==> src/hdl/asfc_pkg.sv <==
// package with types, constants and the crc byte update for the syncframe framer
package asfc_pkg;

  localparam logic [7:0]  SYNC_FIRST      = 8'hAC;
  localparam logic [6:0]  SYNC_SECOND_HI  = 7'h20;
  localparam logic [15:0] CRC_INIT        = 16'h0000;
  localparam logic [15:0] ESCAPE_SIZE     = 16'hFFFF;
  localparam logic [24:0] BASE_HEADER_ADD = 25'd4;
  localparam logic [24:0] EXT_HEADER_ADD  = 25'd7;
  localparam logic [24:0] CRC_WORD_BYTES  = 25'd2;
  localparam logic [3:0]  GOOD_MAX        = 4'd15;

  localparam logic [3:0]  FRAMES_TO_LOCK_RST = 4'd4;
  localparam logic [15:0] CRC_POLY_RST       = 16'h8005;

  localparam int          CFG_IDX_W  = 1;
  localparam int          CFG_DATA_W = 16;
  localparam logic [CFG_IDX_W-1:0] CFG_FRAMES_TO_LOCK = 1'b0;
  localparam logic [CFG_IDX_W-1:0] CFG_CRC_POLY       = 1'b1;

  localparam int          QUEUE_DEPTH = 4;

  typedef enum logic [2:0] {
    PH_HUNT   = 3'd0,
    PH_SYNC2  = 3'd1,
    PH_SIZE16 = 3'd2,
    PH_SIZE24 = 3'd3,
    PH_BODY   = 3'd4
  } phase_t;

  typedef enum logic {
    EV_LOSE  = 1'b0,
    EV_FRAME = 1'b1
  } ev_kind_t;

  typedef struct packed {
    ev_kind_t    kind;
    logic [24:0] length;
    logic        has_crc;
    logic        crc_ok;
  } event_t;

  function automatic logic [15:0] crc_byte(input logic [15:0] crc, input logic [7:0] data,
                                           input logic [15:0] poly);
    logic [15:0] c;
    c = crc ^ {data, 8'h00};
    for (int k = 0; k < 8; k++) begin
      c = c[15] ? ({c[14:0], 1'b0} ^ poly) : {c[14:0], 1'b0};
    end
    return c;
  endfunction

endpackage

==> src/hdl/asfc_in_if.sv <==
// byte request channel
interface asfc_in_if;
  logic       valid;
  logic       ready;
  logic [7:0] data_byte;

  modport source (output valid, output data_byte, input ready);
  modport sink (input valid, input data_byte, output ready);
endinterface

==> src/hdl/asfc_out_if.sv <==
// frame report channel
interface asfc_out_if;
  logic        valid;
  logic        ready;
  logic [24:0] frame_length;
  logic        has_crc;
  logic        crc_ok;
  logic        locked;

  modport source (output valid, output frame_length, output has_crc, output crc_ok,
                  output locked, input ready);
  modport sink (input valid, input frame_length, input has_crc, input crc_ok,
                input locked, output ready);
endinterface

==> src/hdl/asfc_cfg_if.sv <==
// configuration write channel
interface asfc_cfg_if;
  logic                           valid;
  logic                           ready;
  logic [asfc_pkg::CFG_IDX_W-1:0]  index;
  logic [asfc_pkg::CFG_DATA_W-1:0] data;

  modport source (output valid, output index, output data, input ready);
  modport sink (input valid, input index, input data, output ready);
endinterface

==> src/hdl/asfc_front.sv <==
// front end: sync hunt, header parse, crc and frame delineation, emits events
module asfc_front (
  input  logic              clk,
  input  logic              rst_n,
  asfc_in_if.sink           in_ch,
  input  logic [15:0]       crc_poly,
  input  logic              q_full,
  output logic              ev_push,
  output asfc_pkg::event_t  ev
);

  asfc_pkg::phase_t phase_r, phase_nxt;
  logic [23:0] size_r, size_nxt;
  logic [24:0] len_r, len_nxt;
  logic [24:0] left_r, left_nxt;
  logic [1:0]  idx_r, idx_nxt;
  logic [15:0] crc_r, crc_nxt;
  logic        present_r, present_nxt;

  logic        accept;
  logic [7:0]  b;
  logic [15:0] crc_fed;
  logic [15:0] size16;
  logic [23:0] size24;
  logic [24:0] extra;
  logic [24:0] hdr_left;
  logic [24:0] hdr_len;
  logic [24:0] left_dec;
  logic        ok_fed;
  logic        sync2_ok;
  logic        hunt_like;
  logic        hdr_done;
  logic        frame_now;
  logic        lose_now;

  assign in_ch.ready = !q_full;
  assign accept      = in_ch.valid && in_ch.ready;
  assign b           = in_ch.data_byte;

  assign crc_fed  = asfc_pkg::crc_byte(crc_r, b, crc_poly);
  assign size16   = {size_r[7:0], b};
  assign size24   = {size_r[15:0], b};
  assign extra    = present_r ? asfc_pkg::CRC_WORD_BYTES : 25'd0;
  assign hdr_left = (phase_r == asfc_pkg::PH_SIZE24) ? ({1'b0, size24} + extra)
                                                     : ({9'd0, size16} + extra);
  assign hdr_len  = hdr_left + ((phase_r == asfc_pkg::PH_SIZE24) ? asfc_pkg::EXT_HEADER_ADD
                                                                : asfc_pkg::BASE_HEADER_ADD);
  assign left_dec = (left_r == 25'd0) ? 25'd0 : left_r - 25'd1;
  assign ok_fed   = !present_r || (crc_fed == asfc_pkg::CRC_INIT);
  assign sync2_ok = (b[7:1] == asfc_pkg::SYNC_SECOND_HI);

  assign hunt_like = (phase_r != asfc_pkg::PH_SYNC2) && (phase_r != asfc_pkg::PH_SIZE16) &&
                     (phase_r != asfc_pkg::PH_SIZE24) && (phase_r != asfc_pkg::PH_BODY);

  assign hdr_done = ((phase_r == asfc_pkg::PH_SIZE16) && (idx_r == 2'd1) &&
                     (size16 != asfc_pkg::ESCAPE_SIZE)) ||
                    ((phase_r == asfc_pkg::PH_SIZE24) && (idx_r == 2'd2));

  assign frame_now = accept && ((hdr_done && (hdr_left == 25'd0)) ||
                                ((phase_r == asfc_pkg::PH_BODY) && (left_dec == 25'd0)));

  assign lose_now = accept && (((phase_r == asfc_pkg::PH_SYNC2) && !sync2_ok) ||
                               (hunt_like && (b != asfc_pkg::SYNC_FIRST)));

  // next state
  always_comb begin
    phase_nxt   = phase_r;
    size_nxt    = size_r;
    len_nxt     = len_r;
    left_nxt    = left_r;
    idx_nxt     = idx_r;
    crc_nxt     = crc_r;
    present_nxt = present_r;
    if (accept) begin
      unique case (phase_r)
        asfc_pkg::PH_SYNC2: begin
          if (sync2_ok) begin
            present_nxt = b[0];
            crc_nxt     = asfc_pkg::CRC_INIT;
            idx_nxt     = 2'd0;
            size_nxt    = 24'd0;
            phase_nxt   = asfc_pkg::PH_SIZE16;
          end else begin
            phase_nxt = (b == asfc_pkg::SYNC_FIRST) ? asfc_pkg::PH_SYNC2 : asfc_pkg::PH_HUNT;
          end
        end
        asfc_pkg::PH_SIZE16: begin
          crc_nxt  = crc_fed;
          size_nxt = {8'd0, size16};
          idx_nxt  = idx_r + 2'd1;
          if (idx_r == 2'd1) begin
            idx_nxt = 2'd0;
            if (size16 == asfc_pkg::ESCAPE_SIZE) begin
              size_nxt  = 24'd0;
              phase_nxt = asfc_pkg::PH_SIZE24;
            end else begin
              left_nxt  = hdr_left;
              len_nxt   = hdr_len;
              phase_nxt = (hdr_left == 25'd0) ? asfc_pkg::PH_HUNT : asfc_pkg::PH_BODY;
            end
          end
        end
        asfc_pkg::PH_SIZE24: begin
          crc_nxt  = crc_fed;
          size_nxt = size24;
          idx_nxt  = idx_r + 2'd1;
          if (idx_r == 2'd2) begin
            idx_nxt   = 2'd0;
            left_nxt  = hdr_left;
            len_nxt   = hdr_len;
            phase_nxt = (hdr_left == 25'd0) ? asfc_pkg::PH_HUNT : asfc_pkg::PH_BODY;
          end
        end
        asfc_pkg::PH_BODY: begin
          crc_nxt  = crc_fed;
          left_nxt = left_dec;
          if (left_dec == 25'd0) begin
            phase_nxt = asfc_pkg::PH_HUNT;
          end
        end
        default: begin
          phase_nxt = (b == asfc_pkg::SYNC_FIRST) ? asfc_pkg::PH_SYNC2 : asfc_pkg::PH_HUNT;
        end
      endcase
    end
  end

  // event outputs
  always_comb begin
    ev_push    = frame_now || lose_now;
    ev.kind    = frame_now ? asfc_pkg::EV_FRAME : asfc_pkg::EV_LOSE;
    ev.length  = (phase_r == asfc_pkg::PH_BODY) ? len_r : hdr_len;
    ev.has_crc = present_r;
    ev.crc_ok  = ok_fed;
  end

  always_ff @(posedge clk) begin
    if (!rst_n) begin
      phase_r   <= asfc_pkg::PH_HUNT;
      size_r    <= '0;
      len_r     <= '0;
      left_r    <= '0;
      idx_r     <= '0;
      crc_r     <= asfc_pkg::CRC_INIT;
      present_r <= 1'b0;
    end else begin
      phase_r   <= phase_nxt;
      size_r    <= size_nxt;
      len_r     <= len_nxt;
      left_r    <= left_nxt;
      idx_r     <= idx_nxt;
      crc_r     <= crc_nxt;
      present_r <= present_nxt;
    end
  end

endmodule

==> src/hdl/asfc_queue.sv <==
// short event queue between front and back
module asfc_queue #(
  parameter int DEPTH = asfc_pkg::QUEUE_DEPTH
) (
  input  logic             clk,
  input  logic             rst_n,
  input  logic             push,
  input  asfc_pkg::event_t push_data,
  output logic             full,
  input  logic             pop,
  output logic             head_valid,
  output asfc_pkg::event_t head_data
);

  localparam int PTR_W = (DEPTH > 1) ? $clog2(DEPTH) : 1;
  localparam int CNT_W = $clog2(DEPTH + 1);

  asfc_pkg::event_t mem_r [DEPTH];
  logic [PTR_W-1:0] wr_ptr_r, wr_ptr_nxt;
  logic [PTR_W-1:0] rd_ptr_r, rd_ptr_nxt;
  logic [CNT_W-1:0] cnt_r, cnt_nxt;
  logic             do_push;
  logic             do_pop;

  assign full       = (cnt_r == CNT_W'(DEPTH));
  assign head_valid = (cnt_r != '0);
  assign head_data  = mem_r[rd_ptr_r];
  assign do_push    = push && !full;
  assign do_pop     = pop && head_valid;

  always_comb begin
    wr_ptr_nxt = wr_ptr_r;
    rd_ptr_nxt = rd_ptr_r;
    cnt_nxt    = cnt_r;
    if (do_push) begin
      wr_ptr_nxt = (wr_ptr_r == PTR_W'(DEPTH - 1)) ? '0 : wr_ptr_r + PTR_W'(1);
    end
    if (do_pop) begin
      rd_ptr_nxt = (rd_ptr_r == PTR_W'(DEPTH - 1)) ? '0 : rd_ptr_r + PTR_W'(1);
    end
    if (do_push && !do_pop) begin
      cnt_nxt = cnt_r + CNT_W'(1);
    end else if (do_pop && !do_push) begin
      cnt_nxt = cnt_r - CNT_W'(1);
    end
  end

  always_ff @(posedge clk) begin
    if (do_push) begin
      mem_r[wr_ptr_r] <= push_data;
    end
  end

  always_ff @(posedge clk) begin
    if (!rst_n) begin
      wr_ptr_r <= '0;
      rd_ptr_r <= '0;
      cnt_r    <= '0;
    end else begin
      wr_ptr_r <= wr_ptr_nxt;
      rd_ptr_r <= rd_ptr_nxt;
      cnt_r    <= cnt_nxt;
    end
  end

endmodule

==> src/hdl/asfc_back.sv <==
// back end: good frame counting, lock tracking and the result register
module asfc_back (
  input  logic             clk,
  input  logic             rst_n,
  input  logic [3:0]       frames_to_lock,
  input  logic             ev_valid,
  input  asfc_pkg::event_t ev,
  output logic             ev_pop,
  asfc_out_if.source       out_ch
);

  logic [3:0]  cnt_r, cnt_nxt;
  logic        lock_r, lock_nxt;
  logic        out_valid_r, out_valid_nxt;
  logic [24:0] len_r;
  logic        has_crc_r;
  logic        crc_ok_r;
  logic        locked_r;

  logic        slot_free;
  logic        is_frame;
  logic        take_frame;
  logic [3:0]  cnt_inc;

  assign slot_free  = !out_valid_r || out_ch.ready;
  assign is_frame   = (ev.kind == asfc_pkg::EV_FRAME);
  assign ev_pop     = ev_valid && (!is_frame || slot_free);
  assign take_frame = ev_pop && is_frame;
  assign cnt_inc    = (cnt_r == asfc_pkg::GOOD_MAX) ? cnt_r : cnt_r + 4'd1;

  always_comb begin
    cnt_nxt  = cnt_r;
    lock_nxt = lock_r;
    if (ev_pop) begin
      if (is_frame && ev.crc_ok) begin
        cnt_nxt  = cnt_inc;
        lock_nxt = lock_r || (cnt_inc >= frames_to_lock);
      end else begin
        cnt_nxt  = 4'd0;
        lock_nxt = 1'b0;
      end
    end
  end

  always_comb begin
    out_valid_nxt = out_valid_r;
    if (take_frame) begin
      out_valid_nxt = 1'b1;
    end else if (out_ch.ready) begin
      out_valid_nxt = 1'b0;
    end
  end

  always_ff @(posedge clk) begin
    if (!rst_n) begin
      cnt_r       <= '0;
      lock_r      <= 1'b0;
      out_valid_r <= 1'b0;
    end else begin
      cnt_r       <= cnt_nxt;
      lock_r      <= lock_nxt;
      out_valid_r <= out_valid_nxt;
    end
  end

  always_ff @(posedge clk) begin
    if (take_frame) begin
      len_r     <= ev.length;
      has_crc_r <= ev.has_crc;
      crc_ok_r  <= ev.crc_ok;
      locked_r  <= lock_nxt;
    end
  end

  assign out_ch.valid        = out_valid_r;
  assign out_ch.frame_length = len_r;
  assign out_ch.has_crc      = has_crc_r;
  assign out_ch.crc_ok       = crc_ok_r;
  assign out_ch.locked       = locked_r;

endmodule

==> src/hdl/audio_syncframe_framer_crc.sv <==
// top level of the syncframe framer with crc-16 check
// usage:
//   in_ch takes one stream byte per request, one per cycle when in_ch.ready is high
//   out_ch gives one report per frame end: length, crc presence, crc verdict, lock
//   cfg_ch writes frames_to_lock (index 0) or crc_polynomial (index 1); always ready,
//   to be used only while no byte is in flight
// throughput: one byte per cycle while the event queue is not full; the front parser and
//   crc update finish a byte in the cycle it is accepted
// path: a frame report passes from the front through the event queue and the result
//   register to out_ch
// stall: while out_ch.ready is low the result register holds, frame events wait in
//   the queue of QUEUE_DEPTH entries and in_ch.ready falls once the queue is full;
//   sync loss events drain without waiting for the receiver
// reset: synchronous rst_n low puts the parser in sync hunt, clears lock and the
//   good frame count, empties the queue and loads frames_to_lock 4 and polynomial 0x8005
module audio_syncframe_framer_crc #(
  parameter int QUEUE_DEPTH = asfc_pkg::QUEUE_DEPTH
) (
  input  logic       clk,
  input  logic       rst_n,
  asfc_in_if.sink    in_ch,
  asfc_out_if.source out_ch,
  asfc_cfg_if.sink   cfg_ch
);

  logic [3:0]       ftl_r, ftl_nxt;
  logic [15:0]      poly_r, poly_nxt;

  logic             q_full;
  logic             ev_push;
  asfc_pkg::event_t ev_in;
  logic             ev_pop;
  logic             head_valid;
  asfc_pkg::event_t head_data;

  assign cfg_ch.ready = 1'b1;

  always_comb begin
    ftl_nxt  = ftl_r;
    poly_nxt = poly_r;
    if (cfg_ch.valid && cfg_ch.ready) begin
      unique case (cfg_ch.index)
        asfc_pkg::CFG_FRAMES_TO_LOCK: ftl_nxt  = cfg_ch.data[3:0];
        asfc_pkg::CFG_CRC_POLY:       poly_nxt = cfg_ch.data;
        default: ;
      endcase
    end
  end

  always_ff @(posedge clk) begin
    if (!rst_n) begin
      ftl_r  <= asfc_pkg::FRAMES_TO_LOCK_RST;
      poly_r <= asfc_pkg::CRC_POLY_RST;
    end else begin
      ftl_r  <= ftl_nxt;
      poly_r <= poly_nxt;
    end
  end

  asfc_front u_front (
    .clk      (clk),
    .rst_n    (rst_n),
    .in_ch    (in_ch),
    .crc_poly (poly_r),
    .q_full   (q_full),
    .ev_push  (ev_push),
    .ev       (ev_in)
  );

  asfc_queue #(
    .DEPTH (QUEUE_DEPTH)
  ) u_queue (
    .clk        (clk),
    .rst_n      (rst_n),
    .push       (ev_push),
    .push_data  (ev_in),
    .full       (q_full),
    .pop        (ev_pop),
    .head_valid (head_valid),
    .head_data  (head_data)
  );

  asfc_back u_back (
    .clk            (clk),
    .rst_n          (rst_n),
    .frames_to_lock (ftl_r),
    .ev_valid       (head_valid),
    .ev             (head_data),
    .ev_pop         (ev_pop),
    .out_ch         (out_ch)
  );

endmodule

==> src/flat_wrapper.sv <==
// flat-port wrapper written by rule: the top's interface ports become plain ports
module audio_syncframe_framer_crc_flat 
#(
  parameter int QUEUE_DEPTH = asfc_pkg::QUEUE_DEPTH
)
  (clk, rst_n, in_ch_valid, in_ch_data_byte, in_ch_ready, out_ch_valid, out_ch_frame_length, out_ch_has_crc, out_ch_crc_ok, out_ch_locked, out_ch_ready, cfg_ch_valid, cfg_ch_index, cfg_ch_data, cfg_ch_ready);
  asfc_in_if in_ch_i ();
  asfc_out_if out_ch_i ();
  asfc_cfg_if cfg_ch_i ();
  input  logic clk;
  input  logic rst_n;
  input wire logic [$bits(in_ch_i.valid)-1:0] in_ch_valid;
  input wire logic [$bits(in_ch_i.data_byte)-1:0] in_ch_data_byte;
  output wire logic [$bits(in_ch_i.ready)-1:0] in_ch_ready;
  output wire logic [$bits(out_ch_i.valid)-1:0] out_ch_valid;
  output wire logic [$bits(out_ch_i.frame_length)-1:0] out_ch_frame_length;
  output wire logic [$bits(out_ch_i.has_crc)-1:0] out_ch_has_crc;
  output wire logic [$bits(out_ch_i.crc_ok)-1:0] out_ch_crc_ok;
  output wire logic [$bits(out_ch_i.locked)-1:0] out_ch_locked;
  input wire logic [$bits(out_ch_i.ready)-1:0] out_ch_ready;
  input wire logic [$bits(cfg_ch_i.valid)-1:0] cfg_ch_valid;
  input wire logic [$bits(cfg_ch_i.index)-1:0] cfg_ch_index;
  input wire logic [$bits(cfg_ch_i.data)-1:0] cfg_ch_data;
  output wire logic [$bits(cfg_ch_i.ready)-1:0] cfg_ch_ready;
  assign in_ch_i.valid = in_ch_valid;
  assign in_ch_i.data_byte = in_ch_data_byte;
  assign in_ch_ready = in_ch_i.ready;
  assign out_ch_valid = out_ch_i.valid;
  assign out_ch_frame_length = out_ch_i.frame_length;
  assign out_ch_has_crc = out_ch_i.has_crc;
  assign out_ch_crc_ok = out_ch_i.crc_ok;
  assign out_ch_locked = out_ch_i.locked;
  assign out_ch_i.ready = out_ch_ready;
  assign cfg_ch_i.valid = cfg_ch_valid;
  assign cfg_ch_i.index = cfg_ch_index;
  assign cfg_ch_i.data = cfg_ch_data;
  assign cfg_ch_ready = cfg_ch_i.ready;
  audio_syncframe_framer_crc #(.QUEUE_DEPTH(QUEUE_DEPTH)) u_core (.clk(clk), .rst_n(rst_n), .in_ch(in_ch_i), .out_ch(out_ch_i), .cfg_ch(cfg_ch_i));
endmodule
==> config.mk <==
export PLATFORM = sky130hd
export DESIGN_NAME = audio_syncframe_framer_crc_flat
export DESIGN_NICKNAME = d
export VERILOG_FILES = /design/src/hdl/asfc_pkg.sv /design/src/hdl/asfc_in_if.sv /design/src/hdl/asfc_out_if.sv /design/src/hdl/asfc_cfg_if.sv /design/src/hdl/asfc_front.sv /design/src/hdl/asfc_queue.sv /design/src/hdl/asfc_back.sv /design/src/hdl/audio_syncframe_framer_crc.sv /design/src/flat_wrapper.sv
export SDC_FILE = /design/constraint.sdc
export NUM_CORES = 1
export LEC_CHECK = 0
export ABC_AREA = 0
export BUFFER_PORTS_ARGS = -buffer_cell sky130_fd_sc_hd__buf_2
export CAP_MARGIN = 10
export CORE_MARGIN = 8
export CORE_UTILIZATION = 50
export CTS_CLUSTER_DIAMETER = 50
export DETAILED_ROUTE_END_ITERATION = 10
export PLACE_DENSITY = 0.76
export SETUP_SLACK_MARGIN = 0.4
export SYNTH_ARGS = -nofsm -noshare
export SYNTH_HDL_FRONTEND = slang
export SYNTH_HIERARCHICAL = 1
export SYNTH_SLANG_ARGS = --single-unit
==> constraint.sdc <==
create_clock -name clk -period 12.9 [get_ports clk]
set_clock_uncertainty 0.15 [all_clocks]
set_input_delay 2.58 -clock clk [delete_from_list [all_inputs] [get_ports clk]]
set_output_delay 2.58 -clock clk [all_outputs]
set_load 0.03 [all_outputs]
==> results.tsv <==
metric	value	unit
status	finished clean	
vias	12200	
synth_fp_nets	1616	
fmaxAchievable	127	MHz
timing.final.hold_violations	0	
dpl.hpwl	25700	microns
core	30300	sq um
crit_path_max_incr_delay	0.67	ns
area_delta_synth_final	9.29	%
powerDensity	151	nW/um^2
arrival	8.20	ns
postSynthRegisterBits	263	
cap_violations	0	
placement_rows	64	
postSynthCellCount	1567	
critPathMaxFanout	7	
cellLeakagePower	5.89	nW
number_of_global_route_vias_before_repair	11600	
timing.critical_path.required	13.23	ns
fraction_of_layout_cells_with_a_size_suffix_above_1	0.122	
numPortBuffers	59	
num-nets-final	1615	
ir_worst_vdd	0.0970	mV
antenna_cells_inserted	0	
cpLargestDelayFamily	simple AND/OR/NAND/NOR gates	
cts.clk_slew.worst_paths	0.07	ns
gp_congestion	0.921	
timing.critical_path.mode_cell	sky130_fd_sc_hd__ha_1	
utilization_of_the_core_after_routing	0.549	
fin_crit	7.87	ns
cts-root-buf	sky130_fd_sc_hd__clkbuf_16	
cts.hold.buffers_added	0	
timing_worst_slew_pin_value	1.13	ns
most-common-layout-cells	223 x sky130_fd_sc_hd__nand2_1, 157 x sky130_fd_sc_hd__nor2_1, 140 x sky130_fd_sc_hd__edfxtp_1	
clock_path_buffers	3	
hp-class	register to register	
syn-mean-instance-area	9.71	sq um
gr-total-overflow	0	
post-place-cells	1929	
clkLatencyLatePin	0.58	ns
floorplan.initialDensity	0.503	
grt_setup_unrepaired	no	
wl_met2	17800	microns
post_drt_via_cell_ratio	6.13	
routedWlPerCell	19.1	microns
synth.cell_area	15200	sq um
layout_worst_path_cycle_share	0.610	
die_h	190	microns
wl_met1	16100	microns
commonest_non_fill_non_tap_cell_in_the_layout	sky130_fd_sc_hd__nand2_1	
cp_num_buf_inv	2	
first_pass_iteration_count_of_the_detailed_router	9	
cts.sinks	263	
crit_type	input pin to register	
post-cts-setup-buffer-count	0	
grt_pass1_wl	60700	microns
count_of_pins_over_their_slew_limit	0	
worst_hold_margin	0.305	ns
startpoint_type_of_the_worst_setup_path	input pin	
grt_start_max_net_pins	61	
synth_edf_count	140	
worst_path_max_delay_cell	sky130_fd_sc_hd__xor2_1	
drt_drc_violations_left	0	
die_width	190	microns
timing.final.setup_violations	0	
post_cts_resize_count	0	
postSynth.asyncResetShare	0	
post_layout_instance_count_excluding_filler_cells	1986	
max-slew-margin-rel	0.239	
met3_routed_wirelength	2930	microns
groute.usage.overall	0.202	
highest_layer	met5	
crit_path_end_kind	register	
timing.reg2reg.setup_slack	6.58	ns
ioPinCount	61	
cts_buffers	30	
route.final.wire_length	37800	microns
synth_cell_type_count	94	
clock_tree_from_tritoncts	yes	
antenna_found_initial	1	
dr_iter_0_viols	1121	
yosys_warnings	6	
die_area	36300	sq um
crit_path_cell_trace	buf_2 -> ha_1 -> ha_1 -> nand3_1 -> nor2_1 -> nand2_1 -> xor2_1 -> and4_1 -> nand4_1 -> nor4_1 -> nand4_1 -> nor4_1 -> and3_1 -> o21a_1 -> nand2b_1 -> nor2b_1 -> ha_1 -> inv_1 -> fa_1 -> xor2_1 -> or3_1 -> a21boi_0	
cts_htree_levels	1	
synth_ff_type	sky130_fd_sc_hd__edfxtp_1	
ant_nets	0	
seq_total_area_yosys	0.438	
finalSetupTns	0	ns
==> metrics by stage <==
stage                     setup slack (ns)  area (sq um)  power [mW]
after floorplan                       6.01         15200        1.55
after global routing                  4.63         16600        2.62
after CTS                             5.20         16600        2.52
after detailed placement              4.64         15600        1.68
after global placement                4.78         15600        1.66
final                                 5.03         16600        2.51
==> cell families after synthesis <==
group,Yosys count,share of synthesized area
fa+ha+maj,19,0.0166
simple gates,618,0.191
buf+inv,148,0.0443
xor+xnor,152,0.105
flops,263,0.438
other cells,1,0.000247
compound gates,318,0.147
mux,48,0.0576
==> Yosys cell counts, types with 5 or more instances <==
library cell / number / area share
sky130_fd_sc_hd__a21boi_0: 5 / 0.0025
sky130_fd_sc_hd__mux2i_1: 17 / 0.011
sky130_fd_sc_hd__ha_1: 17 / 0.014
sky130_fd_sc_hd__o21ai_0: 60 / 0.020
sky130_fd_sc_hd__a31oi_1: 12 / 0.0049
sky130_fd_sc_hd__nand4_1: 31 / 0.013
sky130_fd_sc_hd__o211ai_1: 17 / 0.0084
sky130_fd_sc_hd__nor4_1: 13 / 0.0053
sky130_fd_sc_hd__edfxtp_1: 140 / 0.28
sky130_fd_sc_hd__and4_1: 6 / 0.0035
sky130_fd_sc_hd__o21ai_2: 7 / 0.0040
sky130_fd_sc_hd__mux4_2: 20 / 0.030
sky130_fd_sc_hd__nand3_1: 49 / 0.016
sky130_fd_sc_hd__nand2b_1: 7 / 0.0029
sky130_fd_sc_hd__nor2b_1: 12 / 0.0049
sky130_fd_sc_hd__xnor2_1: 93 / 0.054
sky130_fd_sc_hd__a311oi_1: 9 / 0.0052
sky130_fd_sc_hd__or4_1: 8 / 0.0039
sky130_fd_sc_hd__o2111a_1: 8 / 0.0059
sky130_fd_sc_hd__buf_6: 5 / 0.0037
sky130_fd_sc_hd__xor2_1: 38 / 0.022
sky130_fd_sc_hd__and2_1: 12 / 0.0049
sky130_fd_sc_hd__nand2_1: 223 / 0.055
sky130_fd_sc_hd__and3_1: 15 / 0.0062
sky130_fd_sc_hd__clkbuf_1: 86 / 0.021
sky130_fd_sc_hd__mux4_1: 8 / 0.014
sky130_fd_sc_hd__a211oi_1: 17 / 0.0084
sky130_fd_sc_hd__a211o_1: 8 / 0.0046
sky130_fd_sc_hd__a2111o_1: 6 / 0.0044
sky130_fd_sc_hd__o311ai_0: 5 / 0.0029
sky130_fd_sc_hd__or3_1: 16 / 0.0066
sky130_fd_sc_hd__a21oi_1: 69 / 0.023
sky130_fd_sc_hd__buf_2: 11 / 0.0036
sky130_fd_sc_hd__or2_2: 7 / 0.0029
sky130_fd_sc_hd__o32ai_1: 6 / 0.0035
sky130_fd_sc_hd__dfxtp_1: 123 / 0.16
sky130_fd_sc_hd__nor3_1: 40 / 0.013
sky130_fd_sc_hd__inv_1: 36 / 0.0089
sky130_fd_sc_hd__buf_4: 5 / 0.0025
sky130_fd_sc_hd__a22oi_1: 32 / 0.016
sky130_fd_sc_hd__xnor3_1: 12 / 0.018
sky130_fd_sc_hd__nor2_1: 157 / 0.039
==> worst paths after layout <==
path,start,to,cells after the start
worst max-delay path,in_ch_data_byte[1],u_core/u_queue/cnt_r[2],22
worst min-delay path,u_core/u_front/len_r[6],u_core/u_front/len_r[6],2
worst max register to register,u_core/u_front/present_r,u_core/u_queue/cnt_r[2],21
worst min register to register,u_core/u_front/len_r[6],u_core/u_front/len_r[6],2
==> power by group <==
group          leakage, nW  switching (mW)  internal, mW  total [mW]
clock network        0.475           0.369         0.467       0.836
logic                 3.14           0.374         0.250       0.624
registers             2.28          0.0563         0.989        1.05
==> registers in the layout (all words and copies together) (netlist names), 3 cells and up, named ones only <==
signal                             cells
u_core/u_queue/mem_r                 112
u_core/u_front/size_r                 16
u_core/ftl_r                           4
u_core/u_front/crc_r                  16
u_core/u_front/len_r                  25
u_core/u_queue/cnt_r                   3
u_core/poly_r                         16
u_core/u_back/out_ch.frame_length     25
u_core/u_front/left_r                 25
u_core/u_front/phase_r                 3
u_core/u_back/cnt_r                    4
==> layout make-up <==
cell class | count | area, sq um
fillers | 2601 | 13600
multi-input cells | 1156 | 7890
flip-flops and latches | 263 | 6670
clock buffers | 35 | 779
well taps | 396 | 495
repair buffers | 79 | 445
clock inverters | 21 | 210
inverters | 36 | 135
==> layer usage <==
| metal | global-route usage | up-vias |
|---|---|---|
| li1 | - | 5707 |
| met1 | 0.269 | 5932 |
| met2 | 0.333 | 466 |
| met3 | 0.0316 | 73 |
| met4 | 0.0644 | 2 |
| met5 | 0 | - |
==> worst reg2reg max path: stages (launching register included) <==
cell and delay (ns):
sky130_fd_sc_hd__dfxtp_1 0.58, sky130_fd_sc_hd__ha_1 0.30, sky130_fd_sc_hd__ha_1 0.25, sky130_fd_sc_hd__nand3_1 0.14, sky130_fd_sc_hd__nor2_1 0.24, sky130_fd_sc_hd__nand2_1 0.10
sky130_fd_sc_hd__xor2_1 0.67, sky130_fd_sc_hd__and4_1 0.32, sky130_fd_sc_hd__nand4_1 0.09, sky130_fd_sc_hd__nor4_1 0.30, sky130_fd_sc_hd__nand4_1 0.12, sky130_fd_sc_hd__nor4_1 0.48
sky130_fd_sc_hd__and3_1 0.25, sky130_fd_sc_hd__o21a_1 0.23, sky130_fd_sc_hd__nand2b_1 0.14, sky130_fd_sc_hd__nor2b_1 0.50, sky130_fd_sc_hd__ha_1 0.29, sky130_fd_sc_hd__inv_1 0.07
sky130_fd_sc_hd__fa_1 0.37, sky130_fd_sc_hd__xor2_1 0.18, sky130_fd_sc_hd__or3_1 0.30, sky130_fd_sc_hd__a21boi_0 0.18
Note: power is estimated with default switching activity, not from simulation.
